==> src/rtl/core/rau_pkg.sv <==
// shared types and constants for the rational arithmetic unit
package rau_pkg;

  localparam int MagW = 32;

  typedef enum logic [1:0] {
    OP_ADD = 2'd0,
    OP_SUB = 2'd1,
    OP_MUL = 2'd2,
    OP_DIV = 2'd3
  } op_t;

  // classified request between front and back
  typedef struct packed {
    logic             err;
    logic             zero;
    logic             neg;
    logic [MagW-1:0]  nm;
    logic [MagW-1:0]  dm;
  } job_t;

  localparam int JobW = $bits(job_t);
  localparam int QDepth = 2;
  localparam int QAw = 1;

endpackage

==> src/rtl/core/rau_front.sv <==
// front end: cross multiplication and classification of a request
module rau_front import rau_pkg::*; (
  input  logic        clk,
  input  logic        rst,
  input  logic        in_valid,
  output logic        in_ready,
  input  logic [1:0]  opcode,
  input  logic signed [15:0] a_num,
  input  logic signed [15:0] a_den,
  input  logic signed [15:0] b_num,
  input  logic signed [15:0] b_den,
  output logic        job_valid,
  input  logic        job_ready,
  output job_t        job
);

  // stage 1 registers: products
  logic               s1_valid;
  logic [1:0]         s1_op;
  logic               s1_bad;
  logic signed [31:0] p1, p2, pd;
  logic signed [32:0] n_sum;
  logic               busy;

  assign busy     = s1_valid || job_valid;
  assign in_ready = !busy;

  // sum or difference of products; the first product alone for mul and div
  always_comb begin
    unique case (op_t'(s1_op))
      OP_ADD:  n_sum = 33'(p1) + 33'(p2);
      OP_SUB:  n_sum = 33'(p1) - 33'(p2);
      default: n_sum = 33'(p1);
    endcase
  end

  always_ff @(posedge clk) begin
    if (rst) begin
      s1_valid  <= 1'b0;
      job_valid <= 1'b0;
    end else begin
      if (in_valid && in_ready) begin
        s1_valid <= 1'b1;
        s1_op    <= opcode;
        s1_bad   <= (a_den == 16'sd0) || (b_den == 16'sd0);
        p1 <= (op_t'(opcode) == OP_MUL) ? a_num * b_num : a_num * b_den;
        p2 <= a_den * b_num;
        pd <= (op_t'(opcode) == OP_DIV) ? a_den * b_num : a_den * b_den;
      end else if (s1_valid) begin
        s1_valid  <= 1'b0;
        job_valid <= 1'b1;
        job.err   <= s1_bad || (pd == 32'sd0);
        job.zero  <= (n_sum == 33'sd0);
        job.neg   <= n_sum[32] ^ pd[31];
        job.nm    <= n_sum[32] ? MagW'(-n_sum) : n_sum[MagW-1:0];
        job.dm    <= pd[31] ? -pd : pd;
      end else if (job_valid && job_ready) begin
        job_valid <= 1'b0;
      end
    end
  end

endmodule

==> src/rtl/core/rau_queue.sv <==
// two entry queue between front and back
module rau_queue import rau_pkg::*; (
  input  logic clk,
  input  logic rst,
  input  logic wr_valid,
  output logic wr_ready,
  input  job_t wr_data,
  output logic rd_valid,
  input  logic rd_ready,
  output job_t rd_data
);

  job_t           mem [QDepth];
  logic [QAw-1:0] wp, rp;
  logic [QAw:0]   cnt;

  assign wr_ready = cnt != (QAw+1)'(QDepth);
  assign rd_valid = cnt != '0;
  assign rd_data  = mem[rp];

  always_ff @(posedge clk) begin
    if (wr_valid && wr_ready) mem[wp] <= wr_data;
  end

  // pointers and fill count
  always_ff @(posedge clk) begin
    if (rst) begin
      wp <= '0; rp <= '0; cnt <= '0;
    end else begin
      if (wr_valid && wr_ready) wp <= wp + 1'b1;
      if (rd_valid && rd_ready) rp <= rp + 1'b1;
      cnt <= cnt + (QAw+1)'(wr_valid && wr_ready) - (QAw+1)'(rd_valid && rd_ready);
    end
  end

endmodule

==> src/rtl/core/rau_back.sv <==
// back end: binary gcd, exact division by gcd, sign fixup and output register
module rau_back import rau_pkg::*; (
  input  logic        clk,
  input  logic        rst,
  input  logic        job_valid,
  output logic        job_ready,
  input  job_t        job,
  output logic        out_valid,
  input  logic        out_ready,
  output logic [63:0] out_data,
  output logic        out_flag
);

  typedef enum logic [2:0] {S_IDLE, S_GCD, S_DIVN, S_DIVD, S_DONE} state_t;

  state_t          state;
  logic            neg;
  logic [MagW-1:0] x, y, nm, dm, g;
  logic [MagW-1:0] rem, dvd;
  logic [5:0]      cnt;
  logic [4:0]      tz;
  logic [MagW:0]   trial;
  logic [MagW-1:0] qn;
  logic [MagW:0]   shifted;

  assign job_ready = (state == S_IDLE) && !out_valid;

  // restoring division step: one quotient bit per cycle
  assign shifted = {rem, dvd[MagW-1]};
  assign trial   = shifted - {1'b0, g};

  // signed numerator, +2^31 saturates
  assign qn = neg ? -nm : (nm[MagW-1] ? 32'h7FFF_FFFF : nm);

  always_ff @(posedge clk) begin
    if (rst) begin
      state     <= S_IDLE;
      out_valid <= 1'b0;
    end else begin
      if (out_valid && out_ready) out_valid <= 1'b0;
      unique case (state)
        S_IDLE: begin
          if (job_valid && job_ready) begin
            if (job.err || job.zero) begin
              out_valid <= 1'b1;
              out_flag  <= job.err;
              out_data  <= job.err ? 64'd0 : {1'b0, 31'd1, 32'd0};
            end else begin
              neg <= job.neg; nm <= job.nm; dm <= job.dm;
              x <= job.nm; y <= job.dm; tz <= '0;
              state <= S_GCD;
            end
          end
        end
        // binary gcd: strip common twos, then halve or subtract-and-halve
        S_GCD: begin
          if (x == y) begin
            g <= x << tz; rem <= '0; dvd <= nm; cnt <= '0; state <= S_DIVN;
          end else if (!x[0] && !y[0]) begin
            x <= x >> 1; y <= y >> 1; tz <= tz + 5'd1;
          end else if (!x[0]) begin
            x <= x >> 1;
          end else if (!y[0]) begin
            y <= y >> 1;
          end else if (x > y) begin
            x <= (x - y) >> 1;
          end else begin
            y <= (y - x) >> 1;
          end
        end
        S_DIVN, S_DIVD: begin
          rem <= trial[MagW] ? shifted[MagW-1:0] : trial[MagW-1:0];
          dvd <= {dvd[MagW-2:0], !trial[MagW]};
          cnt <= cnt + 6'd1;
          if (cnt == 6'(MagW-1)) begin
            if (state == S_DIVN) begin
              nm <= {dvd[MagW-2:0], !trial[MagW]};
              rem <= '0; dvd <= dm; cnt <= '0; state <= S_DIVD;
            end else begin
              dm <= {dvd[MagW-2:0], !trial[MagW]};
              state <= S_DONE;
            end
          end
        end
        S_DONE: begin
          out_valid <= 1'b1;
          out_flag  <= 1'b0;
          out_data  <= {1'b0, dm[30:0], qn};
          state     <= S_IDLE;
        end
        default: state <= S_IDLE;
      endcase
    end
  end

endmodule

==> src/rtl/core/rational_arith_unit_top.sv <==
// top level of the rational arithmetic unit
//  channel | dir | tdata fields (low bit first)                      | tuser
//  s_axis  | in  | opcode[1:0] a_num[17:2] a_den b_num b_den, pad 72 | -
//  m_axis  | out | res_num[31:0] res_den[62:32], pad 64               | zero_den_error
// the front takes a new request only after its previous job has entered the queue,
// then the back runs a binary gcd followed by two restoring divisions by the gcd,
// numerator first. errors and zero numerators are registered at the output when taken.
// reset: rst synchronous high.
// a result waits in the output register; the front keeps accepting until
// the queue and its own job register are full.
module rational_arith_unit_top import rau_pkg::*; (
  input  logic        clk,
  input  logic        rst,
  input  logic        s_axis_tvalid,
  output logic        s_axis_tready,
  input  logic [71:0] s_axis_tdata,   // opcode, a_num, a_den, b_num, b_den
  output logic        m_axis_tvalid,
  input  logic        m_axis_tready,
  output logic [63:0] m_axis_tdata,   // res_num, res_den
  output logic        m_axis_tuser    // zero_den_error
);

  logic jv, jr, qv, qr;
  job_t jf, jq;

  rau_front u_front (
    .clk, .rst, .in_valid(s_axis_tvalid), .in_ready(s_axis_tready),
    .opcode(s_axis_tdata[1:0]), .a_num(s_axis_tdata[17:2]),
    .a_den(s_axis_tdata[33:18]), .b_num(s_axis_tdata[49:34]),
    .b_den(s_axis_tdata[65:50]), .job_valid(jv), .job_ready(jr), .job(jf)
  );

  rau_queue u_queue (
    .clk, .rst, .wr_valid(jv), .wr_ready(jr), .wr_data(jf),
    .rd_valid(qv), .rd_ready(qr), .rd_data(jq)
  );

  rau_back u_back (
    .clk, .rst, .job_valid(qv), .job_ready(qr), .job(jq),
    .out_valid(m_axis_tvalid), .out_ready(m_axis_tready),
    .out_data(m_axis_tdata), .out_flag(m_axis_tuser)
  );

endmodule
==> config.mk <==
export PLATFORM = sky130hd
export DESIGN_NAME = rational_arith_unit_top
export DESIGN_NICKNAME = d
export VERILOG_FILES = /design/src/rtl/core/rau_pkg.sv /design/src/rtl/core/rau_front.sv /design/src/rtl/core/rau_queue.sv /design/src/rtl/core/rau_back.sv /design/src/rtl/core/rational_arith_unit_top.sv
export SDC_FILE = /design/constraint.sdc
export NUM_CORES = 2
export LEC_CHECK = 0
export BUFFER_PORTS_ARGS = -buffer_cell sky130_fd_sc_hd__clkbuf_2
export CAP_MARGIN = 20
export CORE_MARGIN = 2
export CORE_UTILIZATION = 66
export DETAILED_ROUTE_END_ITERATION = 8
export GPL_TIMING_DRIVEN = 0
export PLACE_DENSITY = 0.83
export SYNTH_ARGS = -nofsm -noshare
export SYNTH_HDL_FRONTEND = slang
export SYNTH_SLANG_ARGS = --single-unit
==> constraint.sdc <==
create_clock -name clk -period 13.5 [get_ports clk]
set_clock_uncertainty 0.15 [all_clocks]
set_input_delay 0.675 -clock clk [delete_from_list [all_inputs] [get_ports clk]]
set_output_delay 0.675 -clock clk [all_outputs]
set_load 0.01 [all_outputs]
# ---- Word-level counts from Yosys, hierarchy flattened
# Memories as Yosys holds them, arrays and structs flattened. A register that Yosys moved wholly into a read port is not among the register bits.
# Index checks and enable logic that the tools add are counted.
dict set report totals {
  ramBits 134
  regBits 477
  inputBits 76
  mem_bits_ro 0
  latch_bits 0
  mem_count 1
}
dict set report op_classes {
  bitwise_logic 4
  reduce_logical 43
  mux 70
  n_mul 4
  div_mod_pow 0
  n_lt_le_gt_ge 1
  eq_ne 22
  n_shift 1
  n_addsub 14
}
# memory depth word_bits read_ports rd_clocked_by_memory_dff wr line_no
set mem_list {}
lappend mem_list {u_queue.mem 2 67 1 1 1 rau_queue.sv:13} ;# job_t mem [QDepth];
# operator n
set op_table {}
lappend op_table {{$mux 32} 28}
lappend op_table {{$pmux 32 s2} 6}
lappend op_table {{$mul 16x16->32} 4}
lappend op_table {{$mux 64} 2}
lappend op_table {{$pmux 64 s2} 1}
lappend op_table {{$neg 32->32} 3}
lappend op_table {{$pmux 33 s2} 1}
lappend op_table {{$sub 32x32->32} 2}
lappend op_table {{$mux 31} 2}
lappend op_table {{$add 32x32->33} 1}
lappend op_table {{$logic_not 33->1} 1}
lappend op_table {{$mux 33} 1}
lappend op_table {{$sub 32x32->33} 1}
lappend op_table {{$sub 33x32->33} 1}
lappend op_table {{$eq 32x32->1} 1}
lappend op_table {{$gt 32x32->1} 1}
lappend op_table {{$logic_not 16->1} 2}
lappend op_table {{$logic_not 32->1} 1}
lappend op_table {{$shl 32x5->32} 1}
lappend op_table {{$mux 5} 4}
lappend op_table {{$mux 6} 3}
lappend op_table {{$reduce_and 6->1} 3}
lappend op_table {{$mux 3} 5}
lappend op_table {{$reduce_and 7->1} 2}
lappend op_table {{other kinds (33)} 82}

# ---- Depth between registers and ports, before layout
dict set report depth {
  ltp_word 7
  mapped_depth 26
}

# ---- Cells and area by module
# A second synthesis with hierarchy kept.
dict set report unflattened {
  hier_cells 7866
  area_unflattened_um2 75630.0
}
# mod area_per_inst_um2 cells_per_inst instances
set by_module_without_submodules {}
lappend by_module_without_submodules {rau_front 49590.1 5344 1}
lappend by_module_without_submodules {rau_back 20855.0 2287 1}
lappend by_module_without_submodules {rau_queue 5185.0 235 1}

# ---- Least setup slack after synthesis
# OpenSTA, ideal clock, no wires.
dict set report synth_path {
  kind {input to register}
  from {in rst}
  to {reg u_front.p1[0], enable pin}
  path_buffers 1
  slack_ps 1502
  setup_time_ps 835
  stages 2
  arrival_ps 11013
  path_cell_list {clkbuf_1 > nor4b_1}
}
dict set report synth_between {
  elab_chain_len 2
}
# element line_no
set synth_rtl {}
lappend synth_rtl {{start: declaration} rational_arith_unit_top.sv:13} ;# input logic rst,
lappend synth_rtl {{$not 1->1 (no source line)} --}
lappend synth_rtl {{$reduce_and 2->1 (no source line)} --}
lappend synth_rtl {{end signal: assignment} rau_front.sv:46} ;# p1 <= (op_t'(opcode) == OP_MUL) ? a_num * b_num : a_num * b_den;
lappend synth_rtl {{end: declaration} rau_front.sv:21} ;# logic signed [31:0] p1, p2, pd;
# Every way passes these cells.
# A chain may end at the register's enable or synchronous reset.

# ---- Final worst setup path
dict set report layout_path {
  from {in s_axis_tdata[49]}
  to {reg u_front.p1[30] (data pin)}
}
dict set report layout_between {
  elab_chain_len 2
}
# element line_no
set layout_rtl {}
lappend layout_rtl {{start: declaration} rational_arith_unit_top.sv:16} ;# input logic [71:0] s_axis_tdata,
lappend layout_rtl {{$mul 16x16->32} rau_front.sv:46}
lappend layout_rtl {{$mux 32} rau_front.sv:46}
# Every way passes these cells.

==> impl_metrics.yaml <==
cts:
  clkLatencyLatePin_ps: 630
  cts_tree: "done"
  clock_path_buffers: 3
  cts_max_level: 2
  cts_setup_buffers: 0
  cts-root-buf: "clkbuf_16"
  cts_resized: 0
  ctsHoldBuffers: 0
  cts.sinks: 611
  cts_buffers: 52
  cts.clk_slew.worst_paths_ps: 70
worst_setup_path:
  cp_num_buf_inv: 6
  rr_worst_depth: 24
  critical_path_depth: 26
  worst_setup_path_start_kind: "input port"
  path_class: "in2reg"
  crit_family: "adder cells"
  arrival_ps: 9010
  end_kind: "flop"
  critPathMaxFanout: 10
  cpPeakStageDelay_ps: 830
  critPathRequiredTime_ps: 13670
  critPathSlowestCell: "clkbuf_1"
  cpMostUsedCell: "fa_1"
global_route:
  grt_pass1_wl_um: 349000
  antenna_found_initial: 15
  overflow: 0
  track_usage_pct: 40.4
  grt_pass1_vias: 59300
  grt_max_degree: 67
drt:
  dr_total_vias: 57700
  ant_nets: 0
  drt_iter0_markers: 5446
  first_pass_iters: 6
  avgRoutedWirePerCell_um: 24.5
  routed_wl_um: 232000
  drc: 0
  routed_via_density: 6.11
logic_synthesis:
  synth-seq-area-share_pct: 24.6
  ys_ff_latch: 611
  ys_warn_count: 0
  netlist_area_um2: 74200
  postSynthCellCount: 7673
  synthArstFlopShare_pct: 0
  synth_ff_type: "edfxtp_1"
  syn_nets: 9266
  postSynthAreaPerCell_um2: 9.67
  synthDistinctLibCells: 78
  synth-edff-count: 600
run:
  max_cap_violations: 0
sta:
  relSlewSlack_pct: 14.3
  worst_pin_slew_ps: 1280
  setup_viol: 0
  fmax_mhz: 113
  min_period_over_period_pct: 65.4
  finalHoldViolCount: 0
  rsz0062_at_grt: "no"
  maxSlewViolCount: 0
  fin_crit_ps: 8830
layout:
  seqCellArea_um2: 18200
  drive_gt1_share_pct: 4.57
  multi_input_area_um2: 49700
  layoutNonFillerInstCount: 9443
  nNetsFinal: 9495
  syn_to_final_growth_pct: 6.87
  fill_cells: 8508
die:
  fp.dieW_um: 339
  io_pins: 143
  core-area_um2: 111000
  core.rowCount: 122
  die_y_um: 339
  start_util_pct: 66.7
  die-area_um2: 115000
placed_design:
  io_buffers: 134
  gp_congestion: 1.05
  dpl.cell_count: 9332
  hpwl_um: 190000
worst_hold_path:
  hold_class: "in2reg"
  holdPathStages: 1
status:
  status: "finished, final reports clean"
worst reg2reg max path, delay by kind of cell, from the launching register on:
| family | cells | cell delay [ps] |
|---|---|---|
| xor gates and xnor gates | 3 | 610 |
| buffers and inverters | 8 | 3220 |
| adders and majority gates | 1 | 370 |
| AOI/OAI and AO/OA | 9 | 2690 |
| and+or+nand+nor | 2 | 200 |
| muxes | 1 | 360 |
| DFF | 1 | 320 |
cell usage after synthesis (all sizes together), types with 8 or more instances:
library cell | instances | area share [%]
inv | 1301 | 6.6
fa | 1052 | 28
nand2 | 802 | 4.1
edfxtp | 600 | 24
and2 | 524 | 4.4
nor2 | 468 | 2.4
ha | 465 | 7.8
a21oi | 391 | 2.6
clkbuf | 350 | 1.8
xnor2 | 238 | 2.8
o21ai | 221 | 1.5
mux2i | 139 | 1.9
xor2 | 108 | 1.3
a21o | 102 | 1.0
nand3 | 77 | 0.52
nand2b | 63 | 0.53
a31oi | 59 | 0.50
nor3 | 57 | 0.40
and3 | 53 | 0.45
or3 | 50 | 0.46
o21bai | 42 | 0.43
a221oi | 38 | 0.45
a211oi | 37 | 0.37
mux2 | 35 | 0.53
nor2b | 35 | 0.30
o21a | 33 | 0.33
buf | 30 | 0.17
o31ai | 29 | 0.29
a311oi | 23 | 0.27
nand4 | 22 | 0.19
nor4 | 20 | 0.17
o22ai | 19 | 0.16
mux4 | 14 | 0.43
dfxtp | 11 | 0.30
a21boi | 10 | 0.10
nor3b | 10 | 0.10
o41ai | 10 | 0.12
or2 | 10 | 0.084
or4 | 10 | 0.10
nor4b | 9 | 0.13
o211ai | 8 | 0.081
state kept, by name, indices dropped and copies added (netlist names), 2 cells and up, named ones only:
register and cells:
u_back.dvd 32, u_back.x 32, u_back.y 32, u_back.state 3
u_back.g 32, u_front.p1 32, u_queue.mem 134, u_back.rem 32
u_front.job 67, u_front.p2 32, u_front.pd 32, u_back.cnt 6
u_back.dm 32, u_front.s1_op 2, u_queue.cnt 2, u_back.nm 32
u_back.out_data 63, u_back.tz 5
cells by family after synthesis:
| group | count (synthesis) | share of synthesized area, % |
|---|---|---|
| DFF | 611 | 24.6 |
| buffers and inverters | 1684 | 8.54 |
| AOI/OAI and AO/OA | 1110 | 9.36 |
| and+or+nand+nor | 2216 | 14.3 |
| adders and majority gates | 1517 | 36.2 |
| other | 1 | 0.00506 |
| xor gates and xnor gates | 346 | 4.09 |
| muxes | 188 | 2.83 |
layout by cell type, fill, tap and decap left out, types with 33 or more instances in the layout:
cell / instances
inv_1: 1300
fa_1: 1052
nand2_1: 801
edfxtp_1: 600
and2_1: 523
nor2_1: 466
ha_1: 465
a21oi_1: 390
clkbuf_1: 353
xnor2_1: 238
o21ai_0: 221
mux2i_1: 139
clkbuf_2: 135
xor2_1: 108
a21o_1: 102
nand3_1: 77
nand2b_1: 63
a31oi_1: 59
nor3_1: 54
clkbuf_16: 54
and3_1: 52
or3_1: 43
o21bai_1: 42
a221oi_1: 38
a211oi_1: 36
mux2_2: 35
nor2b_1: 34
o21a_1: 33
area by class of cell:
type,count,area share (%)
sequential,611,23.0
inverter,1304,6.18
buffer,380,1.81
multi-input combinational,5378,62.7
clock inverter,41,0.818
antenna,9,0.0284
clock buffer,57,1.72
tap,1488,2.35
timing repair buffer,175,1.42
metrics by stage:
step	setup TNS, ps	utilization [%]	hold WS (ps)	area [um^2]	setup WS (ps)
global placement	-231830	69.0	273	76700	-2350
global route	0	71.3	157	79200	4520
detailed placement	0	69.5	279	77200	4450
finish	0	71.3	172	79300	4670
floorplan	0	-	271	74200	1500
CTS	0	71.3	140	79200	5060
layer usage:
layer	global-route usage, %	share of wire, %	vias to the layer above
met4	29.3	9.0	6
met3	8.75	10	829
li1	-	-	25200
met2	64.1	45	3299
met5	0	0.016	-
met1	49.2	35	28400
final timing paths:
| kind | start | end | slack, ps |
|---|---|---|---|
| max | s_axis_tdata[49] | u_front.p1[30] | 4670 |
| min reg2reg | u_front.job[39] | u_queue.mem[1][39] | 300 |
| min | s_axis_tdata[0] | u_front.s1_op[0] | 170 |
| max reg2reg | u_front.s1_op[1] | u_front.job[59] | 5310 |
Power is not shown: default switching activity piles up to over one toggle a cycle in this logic, so the estimate is an artifact.
